`src/rtl/ftpt_pkg.sv`:
```
`timescale 1ns / 1ps

package ftpt_pkg;

  localparam int MAX_FRAME_BYTES = 64;
  localparam int BANK_BYTES      = 64;
  localparam int IDX_W           = $clog2(BANK_BYTES);
  localparam int LEN_W           = 7;

  localparam logic [LEN_W-1:0] MAX_LEN = LEN_W'(MAX_FRAME_BYTES);

  localparam logic [2:0] F_LOAD      = 3'd0;
  localparam logic [2:0] F_START     = 3'd1;
  localparam logic [2:0] F_WRITABLE  = 3'd2;
  localparam logic [2:0] F_DRV_FAULT = 3'd3;
  localparam logic [2:0] F_CANCEL    = 3'd4;
  localparam logic [2:0] F_POLL      = 3'd5;

  localparam logic [2:0] ST_IDLE      = 3'd0;
  localparam logic [2:0] ST_PENDING   = 3'd1;
  localparam logic [2:0] ST_COMPLETED = 3'd2;
  localparam logic [2:0] ST_TIMEOUT   = 3'd3;
  localparam logic [2:0] ST_FAULT     = 3'd4;
  localparam logic [2:0] ST_BUSY      = 3'd5;
  localparam logic [2:0] ST_INVALID   = 3'd6;

  typedef struct packed {
    logic accept;
    logic rd_issue;
  } ftpt_cmd_t;

  typedef struct packed {
    logic stream;
    logic more;
  } ftpt_sts_t;

endpackage

```
`src/rtl/ftpt_dp.sv`:
```
`timescale 1ns / 1ps

module ftpt_dp import ftpt_pkg::*; (
  input  logic              clk,
  input  logic              rst_n,
  input  ftpt_cmd_t         cmd,
  output ftpt_sts_t         sts,
  input  logic [2:0]        in_func,
  input  logic [IDX_W-1:0]  in_byte_index,
  input  logic [7:0]        in_data_byte,
  input  logic [LEN_W-1:0]  in_frame_length,
  input  logic [63:0]       in_now_us,
  input  logic [63:0]       in_timeout_us,
  input  logic signed [7:0] in_written_count,
  output logic [2:0]        out_status,
  output logic [7:0]        out_tx_byte,
  output logic              out_byte_valid,
  output logic              out_stop_port,
  output logic              out_last
);

  logic [2:0]       tx_state_r, tx_state_nxt;
  logic             bank_r, bank_nxt;
  logic [LEN_W-1:0] len_r, len_nxt;
  logic [LEN_W-1:0] acc_r, acc_nxt;
  logic [63:0]      lp_r, lp_nxt;
  logic [63:0]      tmo_r, tmo_nxt;

  logic [2:0]       fin_status_r;
  logic             fin_stop_r;
  logic             byte_mode_r;
  logic [IDX_W-1:0] ptr_r;
  logic [LEN_W-1:0] left_r;
  logic [7:0]       rd_data_r;
  logic [7:0]       mem [0:2*BANK_BYTES-1];

  logic [LEN_W-1:0] remaining;
  logic [LEN_W-1:0] acc_sum;
  logic [63:0]      elapsed;
  logic             bad_count;
  logic             bad_start;
  logic [2:0]       status_c;
  logic             stop_c;
  logic             stream_c;

  assign remaining = len_r - acc_r;
  assign acc_sum   = acc_r + in_written_count[LEN_W-1:0];
  assign elapsed   = in_now_us - lp_r;
  assign bad_count = in_written_count[7] || (in_written_count[6:0] == 7'd0) ||
                     (in_written_count[LEN_W-1:0] > remaining);
  assign bad_start = (in_frame_length == '0) || (in_frame_length > MAX_LEN) ||
                     (in_timeout_us == 64'd0);

  always_comb begin
    tx_state_nxt = tx_state_r;
    bank_nxt     = bank_r;
    len_nxt      = len_r;
    acc_nxt      = acc_r;
    lp_nxt       = lp_r;
    tmo_nxt      = tmo_r;
    status_c     = tx_state_r;
    stop_c       = 1'b0;
    stream_c     = 1'b0;
    case (in_func)
      F_LOAD: begin
        status_c = tx_state_r;
      end
      F_START: begin
        if (bad_start) begin
          status_c = ST_INVALID;
        end else if (tx_state_r != ST_IDLE) begin
          status_c = ST_BUSY;
        end else begin
          bank_nxt     = ~bank_r;
          len_nxt      = in_frame_length;
          acc_nxt      = '0;
          lp_nxt       = in_now_us;
          tmo_nxt      = in_timeout_us;
          tx_state_nxt = ST_PENDING;
          status_c     = ST_PENDING;
        end
      end
      F_WRITABLE: begin
        stop_c = 1'b1;
        if (tx_state_r == ST_PENDING) begin
          if (bad_count) begin
            tx_state_nxt = ST_FAULT;
            status_c     = ST_FAULT;
          end else begin
            stream_c = 1'b1;
            acc_nxt  = acc_sum;
            lp_nxt   = in_now_us;
            if (acc_sum == len_r) begin
              tx_state_nxt = ST_COMPLETED;
              status_c     = ST_COMPLETED;
            end else begin
              status_c = ST_PENDING;
              stop_c   = 1'b0;
            end
          end
        end
      end
      F_DRV_FAULT: begin
        if (tx_state_r == ST_PENDING) begin
          tx_state_nxt = ST_FAULT;
          status_c     = ST_FAULT;
          stop_c       = 1'b1;
        end
      end
      F_CANCEL: begin
        stop_c       = (tx_state_r == ST_PENDING);
        status_c     = ST_IDLE;
        tx_state_nxt = ST_IDLE;
        len_nxt      = '0;
        acc_nxt      = '0;
        lp_nxt       = '0;
        tmo_nxt      = '0;
      end
      F_POLL: begin
        if ((tx_state_r == ST_PENDING) && (elapsed >= tmo_r)) begin
          status_c = ST_TIMEOUT;
          stop_c   = 1'b1;
        end
        if ((status_c == ST_COMPLETED) || (status_c == ST_TIMEOUT) ||
            (status_c == ST_FAULT)) begin
          tx_state_nxt = ST_IDLE;
          len_nxt      = '0;
          acc_nxt      = '0;
          lp_nxt       = '0;
          tmo_nxt      = '0;
        end
      end
      default: begin
        status_c = tx_state_r;
      end
    endcase
  end

  always_ff @(posedge clk) begin
    if (!rst_n) begin
      tx_state_r <= ST_IDLE;
      bank_r     <= 1'b0;
      len_r      <= '0;
      acc_r      <= '0;
      lp_r       <= '0;
      tmo_r      <= '0;
    end else if (cmd.accept) begin
      tx_state_r <= tx_state_nxt;
      bank_r     <= bank_nxt;
      len_r      <= len_nxt;
      acc_r      <= acc_nxt;
      lp_r       <= lp_nxt;
      tmo_r      <= tmo_nxt;
    end
  end

  always_ff @(posedge clk) begin
    if (cmd.accept) begin
      fin_status_r <= status_c;
      fin_stop_r   <= stop_c;
      byte_mode_r  <= stream_c;
      ptr_r        <= acc_r[IDX_W-1:0];
      left_r       <= in_written_count[LEN_W-1:0];
    end else if (cmd.rd_issue) begin
      ptr_r  <= ptr_r + 1'b1;
      left_r <= left_r - 1'b1;
    end
  end

  always_ff @(posedge clk) begin
    if (cmd.accept && (in_func == F_LOAD)) begin
      mem[{~bank_r, in_byte_index}] <= in_data_byte;
    end
    if (cmd.rd_issue) begin
      rd_data_r <= mem[{bank_r, ptr_r}];
    end
  end

  assign sts.stream = stream_c;
  assign sts.more   = byte_mode_r && (left_r != '0);

  assign out_last       = !byte_mode_r || (left_r == '0);
  assign out_status     = out_last ? fin_status_r : ST_PENDING;
  assign out_stop_port  = out_last && fin_stop_r;
  assign out_tx_byte    = byte_mode_r ? rd_data_r : 8'd0;
  assign out_byte_valid = byte_mode_r;

  a_stream_has_bytes: assert property (@(posedge clk) disable iff (!rst_n)
    (cmd.accept && sts.stream) |=> (left_r != '0))
    else $error("byte transfer started with nothing to send");

endmodule

```
`src/rtl/ftpt_ctrl.sv`:
```
`timescale 1ns / 1ps

module ftpt_ctrl import ftpt_pkg::*; (
  input  logic      clk,
  input  logic      rst_n,
  input  logic      in_valid,
  output logic      in_stall,
  output logic      out_valid,
  input  logic      out_stall,
  output ftpt_cmd_t cmd,
  input  ftpt_sts_t sts
);

  localparam logic [1:0] C_IDLE = 2'd0;
  localparam logic [1:0] C_RD   = 2'd1;
  localparam logic [1:0] C_OUT  = 2'd2;

  logic [1:0] st_r, st_nxt;

  always_comb begin
    st_nxt       = st_r;
    cmd.accept   = 1'b0;
    cmd.rd_issue = 1'b0;
    case (st_r)
      C_IDLE: begin
        if (in_valid) begin
          cmd.accept = 1'b1;
          st_nxt     = sts.stream ? C_RD : C_OUT;
        end
      end
      C_RD: begin
        cmd.rd_issue = 1'b1;
        st_nxt       = C_OUT;
      end
      C_OUT: begin
        if (!out_stall) begin
          if (sts.more) begin
            cmd.rd_issue = 1'b1;
          end else begin
            st_nxt = C_IDLE;
          end
        end
      end
      default: begin
        st_nxt = C_IDLE;
      end
    endcase
  end

  always_ff @(posedge clk) begin
    if (!rst_n) begin
      st_r <= C_IDLE;
    end else begin
      st_r <= st_nxt;
    end
  end

  assign in_stall  = (st_r != C_IDLE);
  assign out_valid = (st_r == C_OUT);

  a_read_then_out: assert property (@(posedge clk) disable iff (!rst_n)
    (st_r == C_RD) |=> (st_r == C_OUT))
    else $error("read stage not followed by output stage");

  a_stream_reads_first: assert property (@(posedge clk) disable iff (!rst_n)
    (cmd.accept && sts.stream) |=> (st_r == C_RD))
    else $error("byte stream did not begin with a read");

  a_stall_holds_out: assert property (@(posedge clk) disable iff (!rst_n)
    (out_valid && out_stall) |-> (!cmd.rd_issue ##1 out_valid))
    else $error("result dropped or overwritten while stalled");

endmodule

```
`src/rtl/frame_tx_progress_timeout.sv`:
```
`timescale 1ns / 1ps
// Frame transmitter with a progress watchdog.
// The input channel carries one command per transfer: load a byte into the
// staging bank, start a frame, report a writable event, report a driver
// fault, cancel, or poll the watchdog. The result channel returns status
// items, with a last flag on the final item caused by each command.
// Every command except a successful writable event gives one result in the
// cycle after it is taken, and the next command can be taken in the cycle
// after that result is transferred.
// A writable event that sends n bytes gives n results, one per cycle while
// the receiver takes them, after a frame store read.
// The single-port frame store read, registered, sets that pace.
// Only one command is in flight at a time; in_stall is high until its last
// result has been transferred.
// A synchronous reset returns the transmitter to idle with bank zero active;
// the frame store contents are not cleared and must be loaded before use.
// While the receiver stalls, the pending result is held unchanged.

module frame_tx_progress_timeout import ftpt_pkg::*; (
  input  logic              clk,
  input  logic              rst_n,
  input  logic              in_valid,
  output logic              in_stall,
  input  logic [2:0]        in_func,
  input  logic [IDX_W-1:0]  in_byte_index,
  input  logic [7:0]        in_data_byte,
  input  logic [LEN_W-1:0]  in_frame_length,
  input  logic [63:0]       in_now_us,
  input  logic [63:0]       in_timeout_us,
  input  logic signed [7:0] in_written_count,
  output logic              out_valid,
  input  logic              out_stall,
  output logic [2:0]        out_status,
  output logic [7:0]        out_tx_byte,
  output logic              out_byte_valid,
  output logic              out_stop_port,
  output logic              out_last
);

  ftpt_cmd_t cmd;
  ftpt_sts_t sts;

  ftpt_ctrl u_ctrl (
    .clk       (clk),
    .rst_n     (rst_n),
    .in_valid  (in_valid),
    .in_stall  (in_stall),
    .out_valid (out_valid),
    .out_stall (out_stall),
    .cmd       (cmd),
    .sts       (sts)
  );

  ftpt_dp u_dp (
    .clk              (clk),
    .rst_n            (rst_n),
    .cmd              (cmd),
    .sts              (sts),
    .in_func          (in_func),
    .in_byte_index    (in_byte_index),
    .in_data_byte     (in_data_byte),
    .in_frame_length  (in_frame_length),
    .in_now_us        (in_now_us),
    .in_timeout_us    (in_timeout_us),
    .in_written_count (in_written_count),
    .out_status       (out_status),
    .out_tx_byte      (out_tx_byte),
    .out_byte_valid   (out_byte_valid),
    .out_stop_port    (out_stop_port),
    .out_last         (out_last)
  );

endmodule
```
`config.mk`:
```
export PLATFORM = sky130hd
export DESIGN_NAME = frame_tx_progress_timeout
export DESIGN_NICKNAME = d
export VERILOG_FILES = /design/src/rtl/ftpt_pkg.sv /design/src/rtl/ftpt_dp.sv /design/src/rtl/ftpt_ctrl.sv /design/src/rtl/frame_tx_progress_timeout.sv
export SDC_FILE = /design/constraint.sdc
export NUM_CORES = 2
export LEC_CHECK = 0
export BUFFER_PORTS_ARGS = -buffer_cell sky130_fd_sc_hd__buf_2
export CAP_MARGIN = 20
export CORE_AREA = 4 4 414 416
export DETAILED_ROUTE_END_ITERATION = 12
export DIE_AREA = 0 0 418 420
export GPL_TIMING_DRIVEN = 0
export RECOVER_POWER = 100
export SLEW_MARGIN = 20
export SYNTH_ARGS = -nofsm -noshare
export SYNTH_HDL_FRONTEND = slang
export SYNTH_SLANG_ARGS = --single-unit
```
`constraint.sdc`:
```
create_clock -name clk -period 6.9 [get_ports clk]
set_input_delay 0.345 -clock clk [delete_from_list [all_inputs] [get_ports clk]]
set_output_delay 0.345 -clock clk [all_outputs]
set_load 0.01 [all_outputs]
```
Yosys cells after proc, flatten, opt, wreduce, memory -nomap -nowiden

Memories as Yosys holds them, arrays and structs flattened. A register that Yosys moved wholly into a read port is not among the register bits.
Cells that the tools add are included.

Flip-flop bits (word level): 166
Bits in latches: 0
RAM bits: 1024
Memory bits (read-only): 0
Input bits: 164
Output and inout port bits: 16
Memories kept: 1

Memory list:

| memory   | words | width | read ports | clocked after Yosys merged registers in | write ports | RTL line      | source |
|---|---|---|---|---|---|---|---|
| u_dp.mem | 128   | 8     | 1          | 1                                       | 1           | ftpt_dp.sv:35 | `logic [7:0] mem [0:2*BANK_BYTES-1];` |

Add/sub/neg operators: 5
Multipliers: 0
Div/mod/pow operators: 0
Order comparisons: 3
Equality and inequality tests: 21
Shifts and indexed selects: 0
Muxes and demuxes: 61
Bitwise operators: 3
Reductions and logical operators: 30

Operator list:

| kind                                                 | count |
|---|---|
| two-way mux 64 bit                                   | 7 |
| case mux 64 bit (4 select lines)                     | 1 |
| case mux 64 bit (3 select lines)                     | 1 |
| >= comparator 64 bit                                 | 1 |
| zero test 64 bit                                     | 1 |
| subtractor 64 bit                                    | 1 |
| two-way mux 7 bit                                    | 9 |
| two-way mux 3 bit                                    | 14 |
| case mux 3 bit (5 select lines)                      | 2 |
| case mux 7 bit (4 select lines)                      | 1 |
| zero test 7 bit                                      | 3 |
| case mux 7 bit (3 select lines)                      | 1 |
| two-way mux 1 bit                                    | 14 |
| AND reduction 7 bit                                  | 2 |
| equality test 3 x 2 -> 1 bit, second input constant  | 4 |
| two-way mux 6 bit                                    | 2 |
| != test 2 bit, second input constant                 | 6 |
| two-way mux 2 bit                                    | 5 |
| equality test 3 bit, second input constant           | 3 |
| two-way mux 8 bit                                    | 1 |
| adder 7 bit                                          | 1 |
| equality test 7 bit                                  | 1 |
| greater-than comparator 7 bit                        | 1 |
| greater-than comparator 7 bit, second input constant | 1 |
| 25 further kinds                                     | 40 |

Longest topological paths before layout

Depth in word-level cells: 10
Gate-level depth with buffers: 29

By module

Synthesis repeated with hierarchy kept, for this count alone.

Cells, all modules: 3385
Area total of the unflattened synthesis: 52929.5 µm²

By module, submodules not included:

| module    | times used | cells each | area each (µm²) | sequential area each (µm²) |
|---|---|---|---|---|
| ftpt_dp   | 1          | 3359       | 52718.1         | 34453.0 |
| ftpt_ctrl | 1          | 26         | 211.5           | 40.0 |

Least setup slack after synthesis

OpenSTA, ideal clock, no wires.

Kind: input-to-reg
From: input in_now_us[0]
To: register u_dp.lp_r[62]
Data arrival time: 5421 ps
Required time: 6833 ps
Setup slack: 1412 ps
Cell stages on the path: 28
Path buffers: 2
Cell sequence: inv_1 ha_1 inv_1 fa_1 a211oi_1 o21ai_0 a32oi_1 a21o_1 a21o_1 nand2_1 a221o_1 a221o_1 a221o_1 a221oi_2 xnor2_1 ha_1 a21o_1 a21o_1 a21oi_1 o21ai_0 o21ai_0 nand2b_1 or3b_1 o32a_2 buf_6 buf_6 or3b_1 a21oi_2

Word-level cells in the longest chain between the ends: 10
Elaborated cells on any way between the ends: 12
Classes of those cells: add/sub: 1; order compare: 1; eq/ne: 4; mux: 2; reduce/logical: 4

Ends and longest elaborated chain:

| item                                      | RTL line                        | source |
|---|---|---|
| start, declared                           | frame_tx_progress_timeout.sv:28 | `input logic [63:0] in_now_us,` |
| subtractor 64 bit *                       | ftpt_dp.sv:48                   | `assign elapsed = in_now_us - lp_r;` |
| >= comparator 64 bit *                    | ftpt_dp.sv:120                  | `if ((tx_state_r == ST_PENDING) && (elapsed >= tmo_r)) begin` |
| logical AND 1 bit *                       | ftpt_dp.sv:120                  |  |
| two-way mux 3 bit *                       | ftpt_dp.sv:120                  |  |
| two-way mux 3 bit *                       | ftpt_dp.sv:64                   | `case (in_func)` |
| equality test 3 x 2 -> 1 bit              | ftpt_dp.sv:124                  | `if ((status_c == ST_COMPLETED) \|\| (status_c == ST_TIMEOUT) \|\|` |
| logical OR 1 bit                          | ftpt_dp.sv:124                  |  |
| logical OR 1 bit *                        | ftpt_dp.sv:124                  |  |
| != test 2 x 1 -> 1 bit (no source line) * | --                              |  |
| AND reduction 7 bit (no source line) *    | --                              |  |
| end signal, assigned                      | ftpt_dp.sv:152                  | `lp_r <= lp_nxt;` |
| end, declared                             | ftpt_dp.sv:26                   | `logic [63:0] lp_r, lp_nxt;` |

Every way passes the cells marked *; elsewhere a longest branch is shown, timed or not. The select of a mux whose other input is x is not followed.
A chain may end at the register's enable or synchronous reset.

Worst setup path after layout

From: input in_now_us[0]
To: register u_dp.tmo_r[59]

Word-level cells in the longest chain between the ends: 10
Elaborated cells on any way between the ends: 12
Classes of those cells: add/sub: 1; order compare: 1; eq/ne: 4; mux: 2; reduce/logical: 4

Ends and longest elaborated chain:

| item                                      | RTL line       | source |
|---|---|---|
| subtractor 64 bit *                       | ftpt_dp.sv:48  |  |
| >= comparator 64 bit *                    | ftpt_dp.sv:120 |  |
| logical AND 1 bit *                       | ftpt_dp.sv:120 |  |
| two-way mux 3 bit *                       | ftpt_dp.sv:120 |  |
| two-way mux 3 bit *                       | ftpt_dp.sv:64  |  |
| equality test 3 x 2 -> 1 bit              | ftpt_dp.sv:124 |  |
| logical OR 1 bit                          | ftpt_dp.sv:124 |  |
| logical OR 1 bit *                        | ftpt_dp.sv:124 |  |
| != test 2 x 1 -> 1 bit (no source line) * | --             |  |
| AND reduction 5 bit (no source line) *    | --             |  |
| end signal, assigned                      | ftpt_dp.sv:153 | `tmo_r <= tmo_nxt;` |
| end, declared                             | ftpt_dp.sv:27  | `logic [63:0] tmo_r, tmo_nxt;` |

Marked as above.

==> impl_metrics.yaml <==
placed_design:
  gp_congestion: 0.8849
  numPortBuffers: 179
  dp_hpwl_um: 103300
  place_inst: 5724
run:
  cap_violations: 15
timing:
  setup_viol: 0
  final-hold-violation-count: 0
  slew_headroom_pct: -237.6
  fin_crit_sh_pct: 96.21
  worst_pin_slew_ns: 5.065
  grt_setup_unrepaired: "false"
  maxSlewViolCount: 1026
  clock.fmax_ghz: 0.1506
  post-route-min-period_ns: 6.639
  finClkSkew_ns: 0.04427
pwr:
  p_leak_nw: 20.60
  peakVddDrop_mv: 0.2735
  powerDensity_mw_per_mm2: 275.0
critical_path:
  crit_arrival_ns: 7.28
  slowest_delay_ns: 0.54
  crit_path_end_kind: "register"
  rr_endpoint: "u_dp.tmo_r[59]"
  crit_path_top_delay_cell: "dlygate4sd3_1"
  crit_fanout: 10
  required_ns: 7.54
  cpMostUsedCell: "a21o_1"
  rrSetupSlack_ns: 0.32
  crit_buf_inv: 5
  start_kind: "input port"
  r2r_start: "u_dp.lp_r[0]"
  reg2regPathDepth: 26
  critPathTopFamily: "compound AO/OA/AOI/OAI gates"
  criticalPathCategory: "in2reg"
synth:
  ys_seq_elements: 1198
  yosysWarnings: 0
  synthArstFlopShare_pct: 0
  syn_area_mm2: 0.05329
  syn_area_per_cell_um2: 16.02
  synth_nets: 3646
  synth-edff-count: 1050
  ys_seq_area_share_pct: 64.73
  synth_ff_type: "edfxtp_1"
  synthCells: 3326
  synth.distinct_cells: 79
worst_hold_path:
  min_from: "in_valid"
  worstHoldPathCells: 4
  hp-class: "in2reg"
  whs_endpoint: "u_ctrl.st_r[0]"
floorplan:
  die_w_um: 418
  core_area_mm2: 0.1672
  start_util_pct: 31.87
  die_area_mm2: 0.1756
  num_io_pins: 180
  row_count: 150
  die_h_um: 420
run_status:
  violations: "capacitance limit, slew limit"
  outcome: "finished with violations"
routing:
  wirelength_um: 148600
  dr.pass1.iters: 9
  wl_per_cell_um: 24.30
  ant_nets: 0
  vias: 31620
  via_per_inst: 5.170
  dr.first_iter.drc_count: 3227
  route.detailed.drc: 0
finish:
  final_common_cell: "edfxtp_1"
  nets: 4125
  drive_above_1_share_pct: 19.36
  final_core_util_pct: 37.54
  final_cell_mix: "edfxtp_1 (1050), mux4_2 (336), nand2_1 (213)"
  final_cells: 6115
  area_growth_pct: 17.80
  nFillCells: 15430
global_route:
  grt_max_degree: 109
  grt_usage_pct: 16.66
  grt_pass1_wl_um: 215800
  grt_pass1_vias: 31760
  overflow: 0
  antenna_found_initial: 18
clock_network:
  insertion_delay_ns: 0.76
  cts_tree: "done"
  cts.htree.levels: 4
  clockBufferDepth: 3
  clk_pin_slew_worst_paths_ns: 0.06
  cts-buffers-inserted: 132
  clkSinkCount: 1198
  cts_root_buf: "clkbuf_16"
[report_power, final]
part	internal [W]	switching [W]	leakage [nW]
Clock	0.00383	0.00295	2.00
Combinational	0.00107	0.00143	7.95
Sequential	0.00795	0.0000286	10.6
[cell families (layout without fill, tap and decap cells)]
family                   Yosys count  after routing  share of synthesized area [%]
other                              0              6                              0
XOR/XNOR                          90             90                          1.507
flip-flops                      1198           1198                          64.73
adder cells (fa/ha/maj)          156            156                          3.705
buffers and inverters            330            909                          2.449
AND/OR/NAND/NOR                  735            735                          7.108
AO/OA/AOI/OAI                    400            400                          4.760
multiplexers                     417            417                          15.74
[worst max-delay path by stage]
stage,from,to,cells after the start
floorplan,in_now_us[0],u_dp.lp_r[62],28
finish,in_now_us[0],u_dp.tmo_r[59],29
CTS,u_dp.lp_r[0],u_dp.lp_r[57],27
global route,in_now_us[0],u_dp.tmo_r[61],29
detailed placement,in_now_us[0],u_dp.lp_r[40],30
global placement,in_now_us[0],u_dp.lp_r[63],30
[per-layer routing]
metal	share of wire (%)	vias up	GRT usage (%)
li1	-	13970	-
met1	41	16140	21.71
met2	49	1210	27.91
met3	7.2	293	3.458
met4	3.4	6	5.256
met5	0.027	-	0
[cell usage after synthesis (10+ instances only)]
master | count | share of area (%)
edfxtp_1 | 1050 | 59
mux4_2 | 336 | 14
nand2_1 | 214 | 1.5
nor2_1 | 208 | 1.5
a21oi_1 | 174 | 1.6
inv_1 | 166 | 1.2
ha_1 | 153 | 3.6
dfxtp_1 | 148 | 5.6
clkbuf_1 | 111 | 0.78
mux2i_1 | 73 | 1.4
nand3b_1 | 72 | 1.0
a21o_1 | 71 | 1.0
or3b_1 | 64 | 1.1
xnor2_1 | 49 | 0.81
o21ai_0 | 48 | 0.45
xor2_1 | 40 | 0.66
buf_1 | 31 | 0.22
nand3_1 | 29 | 0.27
nand4_1 | 28 | 0.33
nor4_1 | 20 | 0.23
o21bai_1 | 18 | 0.25
and2_1 | 15 | 0.18
buf_2 | 15 | 0.14
nand2b_1 | 15 | 0.18
nor3_1 | 15 | 0.14
nor2b_1 | 13 | 0.15
or3_1 | 10 | 0.12
[metrics by stage]
step	setup slack, ns	hold WS, ns	power, W	cell area [um^2]	setup TNS [ns]
3_5_place_dp	-1.102	0.4436	0.01056	57330	-125.09
6_report	0.2612	0.07496	0.01726	62770	0
5_1_grt	0.01887	0.05835	0.01787	62760	0
4_1_cts	0.006551	0.003956	0.01742	62990	0
3_3_place_gp	-1.152	0.4392	0.01052	56940	-130.28
2_1_floorplan	1.412	0.4319	0.009594	53290	0
[layout make-up]
type                       count  area [um^2]  area share, %
sequential                  1198        34490          54.95
antenna                        6        15.01        0.02392
buffer                       163        710.7          1.132
multi-input combinational   1798        17560          27.97
clock inverter                66        636.9          1.015
inverter                     166        623.1         0.9926
tap                         2204         2758          4.393
timing repair buffer         346         2500          3.982
clock buffer                 168         3481          5.545
[worst register-to-register path, stage by stage (launching register included)]
cell and delay (ns):
dfxtp_1 0.33, ha_1 0.20, inv_1 0.07, fa_1 0.45, a211oi_2 0.21, o21ai_1 0.16
a32oi_2 0.30, a21o_1 0.24, a21o_1 0.18, nand2_1 0.11, a221o_1 0.37, a221o_1 0.37
a221o_1 0.42, a221oi_2 0.29, xnor2_1 0.10, ha_1 0.19, a21o_1 0.15, a21o_1 0.17
a21oi_1 0.19, o21ai_2 0.11, a211oi_4 0.26, o31ai_1 0.18, a31oi_4 0.33, o22ai_1 0.22
nand2_4 0.21, clkbuf_2 0.41, mux2i_1 0.24
[sequential cells by signal, summed over array words and instances, names as in the netlist, 3 cells and up]
| name | count |
|---|---|
| u_dp.acc_r | 7 |
| u_dp.fin_status_r | 3 |
| u_dp.left_r | 7 |
| u_dp.len_r | 7 |
| u_dp.lp_r | 64 |
| u_dp.mem | 1024 |
| u_dp.ptr_r | 6 |
| u_dp.rd_data_r | 8 |
| u_dp.tmo_r | 64 |
| u_dp.tx_state_r | 3 |
[repair_timing]
item / in CTS / in global routing
setup buffers: 2 / 2
gates resized for setup: 12 / 35
pin swaps: 1 / 4
hold buffers: 147 / 0
endpoints found under the hold margin: 247 / 0
endpoints found under the setup margin: 144 / 141
No activity file was read; power rests on OpenSTA's default activity.
